[src/rtl/ncqp_pkg.sv]
// ----------------------------------------------------------------------------
// NVMe completion queue poller package
// Shared codes, constants and the job word passed from front to back.
// ----------------------------------------------------------------------------
`default_nettype none

package ncqp_pkg;

  // Default sizes.
  localparam int unsigned QueueDepthDefault = 64;
  localparam int unsigned JobQueueDepthDefault = 4;

  // Reset value of the retry delay register.
  localparam logic [31:0] RetryDelayReset = 32'd3000000;

  // Bytes per logical block, as a shift.
  localparam int unsigned BlockBytesShift = 12;

  // Input operation codes.
  localparam logic [1:0] OpPoll  = 2'd0;
  localparam logic [1:0] OpEntry = 2'd1;
  localparam logic [1:0] OpTick  = 2'd2;
  localparam logic [1:0] OpResp  = 2'd3;

  // Output word kinds.
  localparam logic [2:0] KindFetch     = 3'd0;
  localparam logic [2:0] KindDoorbell  = 3'd1;
  localparam logic [2:0] KindSqHead    = 3'd2;
  localparam logic [2:0] KindTableReq  = 3'd3;
  localparam logic [2:0] KindByteTotal = 3'd4;

  // Job classes handed from front to back.
  typedef enum logic [1:0] {
    JobFetch,
    JobCompletion,
    JobTotal
  } job_kind_e;

  // One job: what the back part needs to emit its output words.
  typedef struct packed {
    job_kind_e   kind;
    logic [5:0]  queue_index;
    logic [15:0] sq_head;
    logic [15:0] cid;
    logic [63:0] count;
    logic [63:0] bytes;
  } job_t;

endpackage

`default_nettype wire

[src/rtl/ncqp_front.sv]
// ----------------------------------------------------------------------------
// NVMe completion queue poller front
// Accepts input words, runs the polling state and pushes one job per result.
// ----------------------------------------------------------------------------
`default_nettype none

module ncqp_front #(
  parameter int unsigned QUEUE_DEPTH = ncqp_pkg::QueueDepthDefault
) (
  input  wire logic            clk_i,
  input  wire logic            rst_ni,
  input  wire logic            cfg_we_i,
  input  wire logic [31:0]     cfg_wdata_i,
  input  wire logic            in_valid_i,
  output logic                 in_ready_o,
  input  wire logic [1:0]      op_i,
  input  wire logic            entry_phase_i,
  input  wire logic [15:0]     entry_sq_head_i,
  input  wire logic [15:0]     entry_cid_i,
  input  wire logic [15:0]     blocks_minus_one_i,
  input  wire logic            job_full_i,
  output logic                 job_push_o,
  output ncqp_pkg::job_t       job_o
);
  import ncqp_pkg::*;

  localparam int unsigned HeadW = (QUEUE_DEPTH > 1) ? $clog2(QUEUE_DEPTH) : 1;

  // Mode codes.
  localparam logic [1:0] ModeIdle  = 2'd0;
  localparam logic [1:0] ModeEntry = 2'd1;
  localparam logic [1:0] ModeDelay = 2'd2;
  localparam logic [1:0] ModeResp  = 2'd3;

  logic [31:0]      retry_q;
  logic [1:0]       mode_q, mode_d;
  logic [HeadW-1:0] head_q, head_d;
  logic             phase_q, phase_d;
  logic [31:0]      wait_q, wait_d;
  logic [63:0]      count_q, count_d;
  logic [63:0]      bytes_q, bytes_d;
  logic [HeadW:0]   head_inc;
  logic [31:0]      wait_inc;
  logic             accept;

  // Every word is taken while the job queue has room.
  assign in_ready_o = !job_full_i;
  assign accept     = in_valid_i && in_ready_o;

  assign head_inc = {1'b0, head_q} + {{HeadW{1'b0}}, 1'b1};
  assign wait_inc = wait_q + 32'd1;

  // Classify the word against the current mode and build its job.
  always_comb begin
    mode_d     = mode_q;
    head_d     = head_q;
    phase_d    = phase_q;
    wait_d     = wait_q;
    count_d    = count_q;
    bytes_d    = bytes_q;
    job_push_o = 1'b0;
    job_o.kind        = JobFetch;
    job_o.queue_index = 6'(head_q);
    job_o.sq_head     = entry_sq_head_i;
    job_o.cid         = entry_cid_i;
    job_o.count       = count_q;
    job_o.bytes       = bytes_q;
    if (accept) begin
      case (op_i)
        OpPoll: begin
          if (mode_q == ModeIdle) begin
            mode_d     = ModeEntry;
            job_push_o = 1'b1;
          end
        end
        OpEntry: begin
          if (mode_q == ModeEntry) begin
            if (entry_phase_i == phase_q) begin
              // Entry not yet new: restart the wait.
              wait_d = 32'd0;
              mode_d = ModeDelay;
            end else begin
              if (head_inc >= (HeadW+1)'(QUEUE_DEPTH)) begin
                head_d  = '0;
                phase_d = !phase_q;
              end else begin
                head_d = head_inc[HeadW-1:0];
              end
              count_d           = count_q + 64'd1;
              mode_d            = ModeResp;
              job_push_o        = 1'b1;
              job_o.kind        = JobCompletion;
              job_o.queue_index = 6'(head_d);
              job_o.count       = count_d;
            end
          end
        end
        OpTick: begin
          if (mode_q == ModeDelay) begin
            if (wait_inc == retry_q) begin
              wait_d     = 32'd0;
              mode_d     = ModeEntry;
              job_push_o = 1'b1;
            end else begin
              wait_d = wait_inc;
            end
          end
        end
        OpResp: begin
          if (mode_q == ModeResp) begin
            bytes_d     = bytes_q
                          + (({48'd0, blocks_minus_one_i} + 64'd1) << BlockBytesShift);
            mode_d      = ModeIdle;
            job_push_o  = 1'b1;
            job_o.kind  = JobTotal;
            job_o.bytes = bytes_d;
          end
        end
        default: begin
          mode_d = mode_q;
        end
      endcase
    end
  end

  // Polling state and configuration register.
  always_ff @(posedge clk_i or negedge rst_ni) begin
    if (!rst_ni) begin
      retry_q <= RetryDelayReset;
      mode_q  <= ModeIdle;
      head_q  <= '0;
      phase_q <= 1'b0;
      wait_q  <= 32'd0;
      count_q <= 64'd0;
      bytes_q <= 64'd0;
    end else begin
      if (cfg_we_i) begin
        retry_q <= cfg_wdata_i;
      end
      mode_q  <= mode_d;
      head_q  <= head_d;
      phase_q <= phase_d;
      wait_q  <= wait_d;
      count_q <= count_d;
      bytes_q <= bytes_d;
    end
  end

  // The count moves only on a completion job.
  assert property (@(posedge clk_i) disable iff (!rst_ni)
    (count_d != count_q) |-> (job_push_o && job_o.kind == JobCompletion))
    else $error("completion count changed without a completion job");

  // A byte total job always returns the block to idle.
  assert property (@(posedge clk_i) disable iff (!rst_ni)
    (job_push_o && job_o.kind == JobTotal) |=> (mode_q == ModeIdle))
    else $error("byte total job did not return to idle");

  // Nothing is pushed while the job queue is full.
  assert property (@(posedge clk_i) disable iff (!rst_ni)
    job_full_i |-> !job_push_o)
    else $error("job pushed into a full queue");

endmodule

`default_nettype wire

[src/rtl/ncqp_fifo.sv]
// ----------------------------------------------------------------------------
// NVMe completion queue poller job queue
// Short first-in first-out queue of jobs between the front and the back.
// ----------------------------------------------------------------------------
`default_nettype none

module ncqp_fifo #(
  parameter int unsigned DEPTH = ncqp_pkg::JobQueueDepthDefault
) (
  input  wire logic            clk_i,
  input  wire logic            rst_ni,
  input  wire logic            push_i,
  input  wire ncqp_pkg::job_t  push_data_i,
  output logic                 full_o,
  input  wire logic            pop_i,
  output logic                 valid_o,
  output ncqp_pkg::job_t       pop_data_o
);
  import ncqp_pkg::*;

  localparam int unsigned PtrW = (DEPTH > 1) ? $clog2(DEPTH) : 1;
  localparam int unsigned CntW = $clog2(DEPTH + 1);

  job_t            slots_q [DEPTH];
  logic [PtrW-1:0] wr_ptr_q, wr_ptr_d;
  logic [PtrW-1:0] rd_ptr_q, rd_ptr_d;
  logic [CntW-1:0] fill_q, fill_d;
  logic            do_push, do_pop;

  assign full_o     = (fill_q == CntW'(DEPTH));
  assign valid_o    = (fill_q != '0);
  assign pop_data_o = slots_q[rd_ptr_q];
  assign do_push    = push_i && !full_o;
  assign do_pop     = pop_i && valid_o;

  // Pointer and fill bookkeeping.
  always_comb begin
    wr_ptr_d = wr_ptr_q;
    rd_ptr_d = rd_ptr_q;
    fill_d   = fill_q;
    if (do_push) begin
      wr_ptr_d = (wr_ptr_q == PtrW'(DEPTH - 1)) ? '0 : wr_ptr_q + PtrW'(1);
    end
    if (do_pop) begin
      rd_ptr_d = (rd_ptr_q == PtrW'(DEPTH - 1)) ? '0 : rd_ptr_q + PtrW'(1);
    end
    if (do_push && !do_pop) begin
      fill_d = fill_q + CntW'(1);
    end else if (do_pop && !do_push) begin
      fill_d = fill_q - CntW'(1);
    end
  end

  always_ff @(posedge clk_i or negedge rst_ni) begin
    if (!rst_ni) begin
      wr_ptr_q <= '0;
      rd_ptr_q <= '0;
      fill_q   <= '0;
    end else begin
      wr_ptr_q <= wr_ptr_d;
      rd_ptr_q <= rd_ptr_d;
      fill_q   <= fill_d;
    end
  end

  // Job storage.
  always_ff @(posedge clk_i) begin
    if (do_push) begin
      slots_q[wr_ptr_q] <= push_data_i;
    end
  end

  // Fill level never runs past the depth.
  assert property (@(posedge clk_i) disable iff (!rst_ni)
    fill_q <= CntW'(DEPTH))
    else $error("job queue fill above depth");

  // A push alone raises the fill level by one.
  assert property (@(posedge clk_i) disable iff (!rst_ni)
    (do_push && !do_pop) |=> (fill_q == $past(fill_q) + CntW'(1)))
    else $error("job queue fill not raised on push");

  // Read and write pointers agree when the queue is empty or full.
  assert property (@(posedge clk_i) disable iff (!rst_ni)
    (fill_q == '0 || full_o) |-> (rd_ptr_q == wr_ptr_q))
    else $error("job queue pointers disagree with fill level");

endmodule

`default_nettype wire

[src/rtl/ncqp_back.sv]
// ----------------------------------------------------------------------------
// NVMe completion queue poller back
// Turns each job into one or three output words through an output register.
// ----------------------------------------------------------------------------
`default_nettype none

module ncqp_back (
  input  wire logic            clk_i,
  input  wire logic            rst_ni,
  input  wire logic            job_valid_i,
  input  wire ncqp_pkg::job_t  job_i,
  output logic                 job_pop_o,
  output logic                 out_valid_o,
  input  wire logic            out_ready_i,
  output logic [2:0]           kind_o,
  output logic [5:0]           queue_index_o,
  output logic [15:0]          sq_head_out_o,
  output logic [15:0]          request_cid_o,
  output logic [63:0]          completed_count_o,
  output logic [63:0]          completed_bytes_o,
  output logic                 last_o
);
  import ncqp_pkg::*;

  // Word position within a completion job.
  localparam logic [1:0] BeatDoorbell = 2'd0;
  localparam logic [1:0] BeatSqHead   = 2'd1;
  localparam logic [1:0] BeatTable    = 2'd2;

  logic [1:0]  beat_q, beat_d;
  logic        out_valid_q, out_valid_d;
  logic        load;
  logic [2:0]  kind_d;
  logic [5:0]  qidx_d;
  logic [15:0] sqh_d;
  logic [15:0] cid_d;
  logic        last_d;

  // Load a new word when the output register is free or being emptied.
  assign load = job_valid_i && (!out_valid_q || out_ready_i);

  // Select the next word for the job at the queue head.
  always_comb begin
    beat_d    = beat_q;
    job_pop_o = 1'b0;
    kind_d    = KindFetch;
    qidx_d    = 6'd0;
    sqh_d     = 16'd0;
    cid_d     = 16'd0;
    last_d    = 1'b1;
    case (job_i.kind)
      JobFetch: begin
        kind_d = KindFetch;
        qidx_d = job_i.queue_index;
        job_pop_o = load;
      end
      JobCompletion: begin
        case (beat_q)
          BeatDoorbell: begin
            kind_d = KindDoorbell;
            qidx_d = job_i.queue_index;
            last_d = 1'b0;
            if (load) begin
              beat_d = BeatSqHead;
            end
          end
          BeatSqHead: begin
            kind_d = KindSqHead;
            sqh_d  = job_i.sq_head;
            last_d = 1'b0;
            if (load) begin
              beat_d = BeatTable;
            end
          end
          default: begin
            kind_d    = KindTableReq;
            cid_d     = job_i.cid;
            job_pop_o = load;
            if (load) begin
              beat_d = BeatDoorbell;
            end
          end
        endcase
      end
      default: begin
        kind_d    = KindByteTotal;
        job_pop_o = load;
      end
    endcase
  end

  always_comb begin
    if (load) begin
      out_valid_d = 1'b1;
    end else if (out_ready_i) begin
      out_valid_d = 1'b0;
    end else begin
      out_valid_d = out_valid_q;
    end
  end

  // Control registers.
  always_ff @(posedge clk_i or negedge rst_ni) begin
    if (!rst_ni) begin
      beat_q      <= BeatDoorbell;
      out_valid_q <= 1'b0;
    end else begin
      beat_q      <= beat_d;
      out_valid_q <= out_valid_d;
    end
  end

  // Output payload register.
  always_ff @(posedge clk_i) begin
    if (load) begin
      kind_o            <= kind_d;
      queue_index_o     <= qidx_d;
      sq_head_out_o     <= sqh_d;
      request_cid_o     <= cid_d;
      completed_count_o <= job_i.count;
      completed_bytes_o <= job_i.bytes;
      last_o            <= last_d;
    end
  end

  assign out_valid_o = out_valid_q;

  // A doorbell word is never the last of its group.
  assert property (@(posedge clk_i) disable iff (!rst_ni)
    (out_valid_o && kind_o == KindDoorbell) |-> !last_o)
    else $error("doorbell word marked last");

  // A taken doorbell word is followed at once by the sq head word.
  assert property (@(posedge clk_i) disable iff (!rst_ni)
    (out_valid_o && out_ready_i && kind_o == KindDoorbell)
      |=> (out_valid_o && kind_o == KindSqHead))
    else $error("sq head word did not follow doorbell");

  // A table request word always closes its group.
  assert property (@(posedge clk_i) disable iff (!rst_ni)
    (out_valid_o && kind_o == KindTableReq) |-> last_o)
    else $error("table request word not marked last");

endmodule

`default_nettype wire

[src/rtl/nvme_completion_queue_poller_unit.sv]
// ----------------------------------------------------------------------------
// NVMe completion queue poller
// Host-side completion queue consumer with phase-tag polling.
// ----------------------------------------------------------------------------
// The block takes one input word per clock cycle while its job queue has room.
// Words that do not fit the current mode are taken and dropped. A poll, retry
// or table response gives one output word; a new completion entry gives three
// output words (doorbell, sq head, table request) in order, so its cost is
// set by the output side. The front classifies words and updates state in
// the cycle a word is taken; a four-job queue feeds the back, which drives
// an output register. Input ready falls only while that job queue is full.
`default_nettype none

module nvme_completion_queue_poller_unit #(
  parameter int unsigned QUEUE_DEPTH     = ncqp_pkg::QueueDepthDefault,
  parameter int unsigned JOB_QUEUE_DEPTH = ncqp_pkg::JobQueueDepthDefault
) (
  input  wire logic        clk_i,
  input  wire logic        rst_ni,
  input  wire logic        cfg_we_i,
  input  wire logic [31:0] cfg_wdata_i,
  input  wire logic        in_valid_i,
  output logic             in_ready_o,
  input  wire logic [1:0]  op_i,
  input  wire logic        entry_phase_i,
  input  wire logic [15:0] entry_sq_head_i,
  input  wire logic [15:0] entry_cid_i,
  input  wire logic [15:0] blocks_minus_one_i,
  output logic             out_valid_o,
  input  wire logic        out_ready_i,
  output logic [2:0]       kind_o,
  output logic [5:0]       queue_index_o,
  output logic [15:0]      sq_head_out_o,
  output logic [15:0]      request_cid_o,
  output logic [63:0]      completed_count_o,
  output logic [63:0]      completed_bytes_o,
  output logic             last_o
);
  import ncqp_pkg::*;

  job_t push_job;
  job_t head_job;
  logic job_push;
  logic job_full;
  logic job_valid;
  logic job_pop;

  // Front: classification and polling state.
  ncqp_front #(
    .QUEUE_DEPTH(QUEUE_DEPTH)
  ) u_front (
    .clk_i             (clk_i),
    .rst_ni            (rst_ni),
    .cfg_we_i          (cfg_we_i),
    .cfg_wdata_i       (cfg_wdata_i),
    .in_valid_i        (in_valid_i),
    .in_ready_o        (in_ready_o),
    .op_i              (op_i),
    .entry_phase_i     (entry_phase_i),
    .entry_sq_head_i   (entry_sq_head_i),
    .entry_cid_i       (entry_cid_i),
    .blocks_minus_one_i(blocks_minus_one_i),
    .job_full_i        (job_full),
    .job_push_o        (job_push),
    .job_o             (push_job)
  );

  // Job queue between front and back.
  ncqp_fifo #(
    .DEPTH(JOB_QUEUE_DEPTH)
  ) u_fifo (
    .clk_i      (clk_i),
    .rst_ni     (rst_ni),
    .push_i     (job_push),
    .push_data_i(push_job),
    .full_o     (job_full),
    .pop_i      (job_pop),
    .valid_o    (job_valid),
    .pop_data_o (head_job)
  );

  // Back: output word generation.
  ncqp_back u_back (
    .clk_i            (clk_i),
    .rst_ni           (rst_ni),
    .job_valid_i      (job_valid),
    .job_i            (head_job),
    .job_pop_o        (job_pop),
    .out_valid_o      (out_valid_o),
    .out_ready_i      (out_ready_i),
    .kind_o           (kind_o),
    .queue_index_o    (queue_index_o),
    .sq_head_out_o    (sq_head_out_o),
    .request_cid_o    (request_cid_o),
    .completed_count_o(completed_count_o),
    .completed_bytes_o(completed_bytes_o),
    .last_o           (last_o)
  );

endmodule

`default_nettype wire

[config.mk]
export PLATFORM = sky130hd
export DESIGN_NAME = nvme_completion_queue_poller_unit
export DESIGN_NICKNAME = d
export VERILOG_FILES = /design/src/rtl/ncqp_pkg.sv /design/src/rtl/ncqp_front.sv /design/src/rtl/ncqp_fifo.sv /design/src/rtl/ncqp_back.sv /design/src/rtl/nvme_completion_queue_poller_unit.sv
export SDC_FILE = /design/constraint.sdc
export NUM_CORES = 1
export LEC_CHECK = 0
export ABC_AREA = 1
export BUFFER_PORTS_ARGS = -buffer_cell sky130_fd_sc_hd__buf_2
export CORE_ASPECT_RATIO = 0.75
export CORE_MARGIN = 2
export CORE_UTILIZATION = 45
export CTS_BUF_LIST = sky130_fd_sc_hd__clkbuf_8
export CTS_CLUSTER_SIZE = 16
export DETAILED_ROUTE_END_ITERATION = 16
export GPL_ROUTABILITY_DRIVEN = 1
export PLACE_DENSITY = 0.67
export SYNTH_ARGS = -nofsm -noshare
export SYNTH_HDL_FRONTEND = slang
export SYNTH_SLANG_ARGS = --single-unit
[constraint.sdc]
create_clock -name clk_i -period 15.7 [get_ports clk_i]
set_input_delay 2.355 -clock clk_i [delete_from_list [all_inputs] [get_ports clk_i]]
set_output_delay 2.355 -clock clk_i [all_outputs]
set_load 0.005 [all_outputs]
# == After elaboration in Yosys (flattened, before gate mapping) ==
# Memories as Yosys holds them, arrays and structs flattened.
# Index checks and enable logic that the tools add are counted.
# word_totals
reg_bits,381
ram_bits,672
inputBits,88
output_inout_bits,172
wordCells,131
mem_count,1
# classes
n_addsub,9
order_cmp,1
eq_ne,19
muxes,52
bitwise_logic,2
n_reduce_logical,28
# mem_list
name,depth,width,rd,rd_ports_with_merged_regs,write_ports,line,source
u_fifo.slots_q,4,168,1,0,1,ncqp_fifo.sv:24,job_t slots_q [DEPTH];
# ops
operator,count
$mux W64,5
$mux W128,1
$mux W32,4
$add A64 B1 Y64 const B,1
$add A64 B64 Y64,1
$pmux W32 S2,1
$add A32 B1 Y32 const B,1
$eq A32 B32 Y1,1
$mux W2,11
$mux W6,3
$add A16 B1 Y17 const B,1
$mux W8,2
$mux W1,15
$eq A2 B2 Y1 const B,6
$ne A2 B1 Y1 const B,6
$pmux W2 S2,3
$pmux W6 S2,1
$reduce_and A5 Y1,2
$eq A2 B1 Y1 const B,4
$logic_not A2 Y1,4
$pmux W2 S4,1
$add A6 B1 Y7 const B,1
$ge A7 B7 Y1 const B,1
$mux W7,1
other kinds (19),34

# == Logic depth before layout (Yosys ltp) ==
# Gate-level depths: netlist of run 1.
# logic_depth
depth_word,11
mapped_depth,23
depth_no_buf,23

# == Cells and area by module ==
# From an unflattened synthesis of run 1, not the netlist that was laid out.
# unflattened
hier_cells,4012
hier_area_um2,45666.3
# by_module_without_submodules
module,n_inst,cells_each,area_per_inst_um2,seq_area_each_um2
ncqp_fifo,1,2020,27401.3,20354.5
ncqp_front,1,1712,12592.1,4742.0
ncqp_back,1,280,5672.9,5180.0

# == Least setup slack after synthesis of run 1 ==
# Ideal clock, no wire load.
# synth_timing
kind,input port to flip-flop
startpoint,input port out_ready_i
endpoint,register u_fifo.fill_q[1]
setup_time_ns,0.123
t_arrival_ns,12.812
t_required_ns,15.577
path_slack_ns,2.764
stages,8
n_path_buf,0
cell_sequence,nor2_1 -> a31oi_1 -> nand2_1 -> ha_1 -> inv_1 -> fa_1 -> nor2_1 -> a21oi_1
# synth_between
elab_chain_cells,8
elab_cells_between_ends,10
cone_classes,mux: 3; reduce/logical: 7
# synth_lines
element,line,source
"start, declared",nvme_completion_queue_poller_unit.sv:30,"input wire logic out_ready_i,"
$logic_or A1 B1 Y1 (*),ncqp_back.sv:40,assign load = job_valid_i && (!out_valid_q || out_ready_i);
$logic_and A1 B1 Y1 (*),ncqp_back.sv:40,
named net u_back.load,ncqp_back.sv:32,logic load;
$mux W1,ncqp_back.sv:58,case (beat_q)
$mux W1 (*),ncqp_back.sv:51,case (job_i.kind)
$logic_and A1 B1 Y1 (*),ncqp_fifo.sv:34,assign do_pop = pop_i && valid_o;
$logic_not A1 Y1 (*),ncqp_fifo.sv:47,if (do_push && !do_pop) begin
$logic_and A1 B1 Y1 (*),ncqp_fifo.sv:47,
$mux W3 (*),ncqp_fifo.sv:47,
named net u_fifo.fill_d[1],ncqp_fifo.sv:27,"logic [CntW-1:0] fill_q, fill_d;"
"end signal, assigned",ncqp_fifo.sv:62,fill_q <= fill_d;
"end, declared",ncqp_fifo.sv:27,
# The timed path passes the listed nets; every way through them passes the cells marked *.
# A chain may end at the register's enable or synchronous reset.

==> flow_summary.json, run 1 <==
{
  "ioPinCount": 260,
  "coreArea_um2": 89100,
  "synth_top_cell_by_area": "edfxtp_1",
  "h-tree-depth": 4,
  "required_ns": 16.30,
  "ys.flop_type": "edfxtp_1",
  "die_w_um": 350,
  "final.setup.tns_ns": 0,
  "finalHoldViolCount": 0,
  "min_path_type": "flop to flop",
  "mostFrequentLayoutCells": "782 x edfxtp_1, 529 x nor2_1, 436 x nand2_1",
  "ctsHoldBuffers": 0,
  "layout-drive-gt1-share_pct": 14.1,
  "finalNetCount": 3837,
  "clock_latency_ns": 0.81,
  "cts_setup_buffers": 0,
  "die_y_um": 263,
  "synth-seq-cells": 981,
  "grt_pass1_wl_um": 143000,
  "die_area_um2": 92000,
  "final.min_clock_period_ns": 5.46,
  "hold_ws_ns": 0.503,
  "synth_top_area_share_pct": 58.3,
  "rsz0062_at_grt": "no",
  "drv_cap": 0,
  "gp_congestion": 0.896,
  "drv_slew": 0,
  "crit_arrival_ns": 6.05,
  "clk_pin_slew_ns": 0.06,
  "criticalPathCategory": "primary input to flop",
  "drc": 0,
  "dp_slack_ns": 9.47,
  "layout.cells.non_filler": 5013,
  "p_leak_nw": 17.9,
  "dp_cells": 4729,
  "wl_per_cell_um": 18.5,
  "cts_buffers": 153,
  "grt_antenna_before_repair": 5,
  "dr.pass1.iters": 5,
  "first_iter_violations": 2278,
  "path_max_fanout": 5,
  "finalClockSkew_ns": 0.0375,
  "cp-end-kind": "flop",
  "ctsResizeCount": 0,
  "vias_per_cell": 5.21,
  "grt_max_degree": 136,
  "post-route-period-util_pct": 34.7,
  "p_total_w": 0.00758,
  "peakVddDrop_v": 0.0000824,
  "cp-start-kind": "primary input",
  "status": "finished, final reports clean",
  "area_growth_pct": 13.6,
  "syn_inst": 3426,
  "setup_ws_ns": 10.24,
  "vias": 26129,
  "max-slew-margin-rel_pct": 27.3,
  "syn_area_per_cell_um2": 11.8,
  "synth_cell_types": 53,
  "dpl.hpwl_um": 54800,
  "portBuffers": 247,
  "routed_wl_um": 92900,
  "groute.usage.overall_pct": 20.1,
  "synth.yosys.seq_area_share_pct": 70.7,
  "worstMarginPinSlew_ns": 1.09,
  "start_util_pct": 45.2,
  "ant_nets": 0,
  "fill_cells": 7719,
  "synth-edff-count": 782,
  "final_common_cell": "edfxtp_1",
  "power_density_nw_per_um2": 166,
  "grt_pass1_vias": 25116,
  "syn_area_um2": 40300,
  "cts_buffer_depth": 3,
  "rows": 95,
  "ys_warn_count": 0,
  "setup_violations": 0,
  "grt_overflow": 0,
  "synthTopCellsByArea": "edfxtp_1 58%, dfrtp_1 12%, nor2_1 5.0%, o21ai_0 4.6%, nand2_1 4.1%",
  "cts.sinks": 981,
  "synth_async_sr_flop_share_pct": 20.3,
  "max_freq_ghz": 0.183,
  "cts-root-buf": "clkbuf_8",
  "cts_tree": "yes"
}
==> stage by stage <==
stage	cell area, µm²	utilization, %
2_1_floorplan	40300	-
3_3_place_gp	42700	47.9
3_5_place_dp	42700	47.9
4_1_cts	45800	51.3
5_1_grt	45800	51.3
6_report	45800	51.3
==> where the power goes <==
| part | internal [W] | switching (W) | total (W) | leakage, nW |
|---|---|---|---|---|
| registers | 0.00335 | 0.000192 | 0.00354 | 9.88 |
| clock network | 0.00112 | 0.00101 | 0.00213 | 1.80 |
| logic | 0.000587 | 0.00133 | 0.00191 | 6.18 |
| total | 0.00506 | 0.00253 | 0.00758 | 17.9 |
==> critical path, cell delays in order <==
cell	delay (ns)
buf_2	0.10
ha_1	0.18
nand2_1	0.09
nor2_1	0.16
nand3_1	0.12
nor2_1	0.19
nand2_1	0.13
nor3_1	0.22
nand2_1	0.10
xor2_1	0.15
ha_1	0.35
nand2_1	0.09
nor2_1	0.10
inv_1	0.05
nor3_1	0.22
a21o_1	0.20
nand2_1	0.09
nand2_1	0.17
nand2_1	0.22
nor3_1	0.34
nand2_1	0.11
xor2_1	0.30
==> cell usage after synthesis (15+ instances only) <==
master and n:
a21oi_1 64, buf_1 15, clkbuf_1 107, dfrtp_1 189, edfxtp_1 782, ha_1 27
inv_1 267, nand2_1 436, nand3_1 132, nand4_1 34, nor2_1 534, nor3_1 61
nor4_1 18, o21ai_0 369, o22ai_1 148, xnor2_1 34, xor2_1 96
==> final cells by class <==
| cell class | count | area [µm²] | area share, % |
|---|---|---|---|
| antenna | 1 | 2.50 | 0.00547 |
| clock buffer | 175 | 2410 | 5.26 |
| clock inverter | 108 | 652 | 1.42 |
| inverter | 269 | 1020 | 2.23 |
| multi-input combinational | 2047 | 10300 | 22.5 |
| sequential | 981 | 28500 | 62.2 |
| tap | 1164 | 1460 | 3.18 |
| timing repair buffer | 268 | 1440 | 3.15 |
==> flip-flops by register name, summed over array words and instances (netlist names), 3 cells and up <==
name	cells
u_fifo.slots_q	624
u_back.completed_count_o	64
u_front.count_q	64
u_back.completed_bytes_o	52
u_front.bytes_q	52
u_front.retry_q	32
u_front.wait_q	32
u_back.request_cid_o	16
u_back.sq_head_out_o	16
u_back.queue_index_o	6
u_front.head_q	6
u_back.kind_o	3
u_fifo.fill_q	3
==> path summary, 6_finish.rpt <==
check | endpoint | startpoint | slack, ns | cells past startpoint
max | u_fifo.slots_q[0][53] | blocks_minus_one_i[0] | 10.24 | 22
min | u_front.retry_q[9] | u_front.retry_q[9] | 0.50 | 2
max reg2reg | u_fifo.slots_q[1][135] | u_front.wait_q[0] | 11.01 | 16
min reg2reg | u_front.retry_q[9] | u_front.retry_q[9] | 0.50 | 2
max in group asynchronous | u_front.count_q[36] | rst_ni | 11.94 | 3
min in group asynchronous | u_front.wait_q[11] | rst_ni | 1.54 | 1
==> kinds of logic after synthesis <==
family | count (synthesis) | share of synthesized area [%]
XOR/XNOR | 130 | 2.83
flip-flops | 981 | 70.7
other | 1 | 0.00931
buffers and inverters | 409 | 3.99
multiplexers | 4 | 0.112
AO/OA/AOI/OAI | 607 | 8.14
AND/OR/NAND/NOR | 1265 | 13.3
adder cells (fa/ha/maj) | 29 | 0.938
==> layer usage <==
layer  GRT usage, %  vias to the layer above  wire [µm]
met2           30.0                      737      41300
met3           4.32                      153       5790
met5              0                        -         51
met1           29.9                    12661      44100
met4           5.37                        8       1670
li1               -                    12570          -
(Power assumes the default switching activity.)
==> inputs of run 2 (changes only) <==
--- a/config.mk
+++ b/config.mk
@@ -14,7 +14,7 @@
 export CTS_CLUSTER_SIZE = 16
 export DETAILED_ROUTE_END_ITERATION = 16
 export GPL_ROUTABILITY_DRIVEN = 1
-export PLACE_DENSITY = 0.67
+export PLACE_DENSITY = 0.7
 export SYNTH_ARGS = -nofsm -noshare
 export SYNTH_HDL_FRONTEND = slang
 export SYNTH_SLANG_ARGS = --single-unit
==> constraint.sdc (replaced) <==
create_clock -name clk_i -period 4.5 [get_ports clk_i]
set_input_delay 0.675 -clock clk_i [delete_from_list [all_inputs] [get_ports clk_i]]
set_output_delay 0.675 -clock clk_i [all_outputs]
set_load 0.005 [all_outputs]
==> flow_summary.json, run 2 (synthesized netlist as in run 1, its figures left out) <==
{
  "cts_tree": "yes",
  "status": "finished, final reports clean",
  "dpl.hpwl_um": 56300,
  "area_growth_pct": 14.8,
  "h-tree-depth": 4,
  "die_area_um2": 92000,
  "r2r_start": "u_front.wait_q[0]",
  "layout-drive-gt1-share_pct": 14.8,
  "dr.pass1.iters": 5,
  "crit_arrival_ns": 4.47,
  "final.setup.tns_ns": 0,
  "ant_nets": 0,
  "layout.cells.non_filler": 5045,
  "r2r_slack_ns": 0.70,
  "peakVddDrop_v": 0.000797,
  "cts_setup_buffers": 0,
  "clock_latency_ns": 0.81,
  "rr_endpoint": "u_fifo.fill_q[2]",
  "cts_buffers": 156,
  "cp-start-kind": "flop",
  "finalHoldViolCount": 0,
  "criticalPathCategory": "flop to flop",
  "rsz0062_at_grt": "no",
  "path_max_fanout": 7,
  "rr_worst_depth": 22,
  "grt_pass1_vias": 25857,
  "ctsResizeCount": 0,
  "drv_cap": 0,
  "dp_slack_ns": 0.0583,
  "grt_antenna_before_repair": 5,
  "start_util_pct": 45.2,
  "multi_input_area_um2": 10400,
  "wl_per_cell_um": 18.2,
  "worstMarginPinSlew_ns": 1.28,
  "gp_congestion": 0.922,
  "groute.usage.overall_pct": 20.0,
  "critPathLaunch": "u_front.wait_q[0]",
  "cp-end-kind": "flop",
  "die_y_um": 263,
  "final.min_clock_period_ns": 3.80,
  "min_path_type": "primary input to flop",
  "coreArea_um2": 89100,
  "max-slew-margin-rel_pct": 14.7,
  "rows": 95,
  "finalClockSkew_ns": 0.0533,
  "grt_pass1_wl_um": 143000,
  "drc": 0,
  "clk_pin_slew_ns": 0.06,
  "fill_cells": 7684,
  "seq_area_um2": 28500,
  "setup_violations": 0,
  "largestRegisters": "u_fifo.slots_q (624), u_back.completed_count_o (64), u_front.count_q (64)",
  "ioPinCount": 260,
  "p_total_w": 0.0265,
  "cts-root-buf": "clkbuf_8",
  "top_register": "u_fifo.slots_q",
  "post-route-period-util_pct": 84.5,
  "dp_cells": 4751,
  "vias_per_cell": 5.24,
  "setup_ws_ns": 0.697,
  "routed_wl_um": 92000,
  "final_common_cell": "edfxtp_1",
  "grt_overflow": 0,
  "die_w_um": 350,
  "required_ns": 5.16,
  "mostFrequentLayoutCells": "782 x edfxtp_1, 527 x nor2_1, 435 x nand2_1",
  "vias": 26448,
  "cts_buffer_depth": 3,
  "first_iter_violations": 2413,
  "power_density_nw_per_um2": 573,
  "p_leak_nw": 18.1,
  "drv_slew": 0,
  "max_freq_ghz": 0.263,
  "largest_reg_flops": 624,
  "holdPathStages": 1,
  "min-delay-start": "entry_cid_i[5]",
  "finalNetCount": 3865,
  "portBuffers": 247,
  "cts.sinks": 981,
  "hold_ws_ns": 0.0864,
  "min_to": "u_fifo.slots_q[0][133]",
  "grt_max_degree": 217
}
==> run 2: cell types whose count changed in the layout (fill, tap and decap cells not counted), moves of 3 or more <==
cell	previous run	this run
inv_1	328	323
clkinv_1	13	21
nand2_4	2	5
buf_4	18	27
dlygate4sd3_1	0	3
buf_12	3	16
inv_6	5	1
clkinv_2	14	18
clkbuf_8	175	170
==> run 2: area by class of cell <==
cell class / instances / share of cell area [%]
Inverter: 269 / 2.21
Sequential cell: 981 / 61.6
Tap cell: 1164 / 3.15
Multi-Input combinational cell: 2047 / 22.4
Antenna cell: 1 / 0.00541
Clock inverter: 120 / 1.71
Clock buffer: 170 / 5.06
Timing Repair Buffer: 293 / 3.89
==> run 2: how the worst max path moves through the flow <==
stage | end | slack [ns]
after floorplan | u_fifo.fill_q[1] | -0.51
after global placement | u_fifo.slots_q[1][41] | 0.17
after detailed placement | u_fifo.slots_q[0][41] | 0.06
after CTS | u_fifo.fill_q[2] | 0.65
after global routing | u_fifo.fill_q[2] | 0.35
final | u_fifo.fill_q[2] | 0.70
==> run 2: timing repair <==
| item | CTS | global route |
|---|---|---|
| endpoints found under the hold margin | 76 | 0 |
| setup endpoints to repair | 0 | 0 |
| hold buffers | 3 | 0 |
==> run 2: critical path, stage by stage (launching register included) <==
cell and delay [ns]:
dfrtp_1 0.45, nand3_1 0.19, inv_1 0.20, nand2_1 0.11, nor2_2 0.28, nand2_1 0.11
nand2_1 0.10, nand2_1 0.05, nand2_1 0.05, nand3_1 0.07, nor2_1 0.12, nand2_1 0.12
nor2_2 0.18, nand4_1 0.16, nand2_2 0.15, nand2_4 0.12, inv_1 0.14, ha_2 0.19
inv_2 0.04, fa_1 0.39, a21oi_1 0.14, o21ai_0 0.12, xor2_1 0.15
==> run 2: where the power goes <==
group	internal [W]	switching (W)	total, W
clock network	0.00399	0.00354	0.00753
logic	0.00213	0.00446	0.00659
registers	0.0117	0.000684	0.0124
total	0.0178	0.00868	0.0265
==> run 2: through the flow <==
stage / area, µm² / util [%]
CTS: 46200 / 51.9
floorplan: 40400 / -
global route: 46200 / 51.9
finish: 46200 / 51.9
detailed placement: 43100 / 48.3
global placement: 43100 / 48.3
==> run 2: per-layer routing <==
metal  track usage (%)  share of wire (%)  vias up
met1              29.0                 46    12821
met3              4.53                7.0      161
met2              30.2                 44      839
met5                 0              0.015        -
li1                  -                  -    12623
met4              5.77                2.1        4
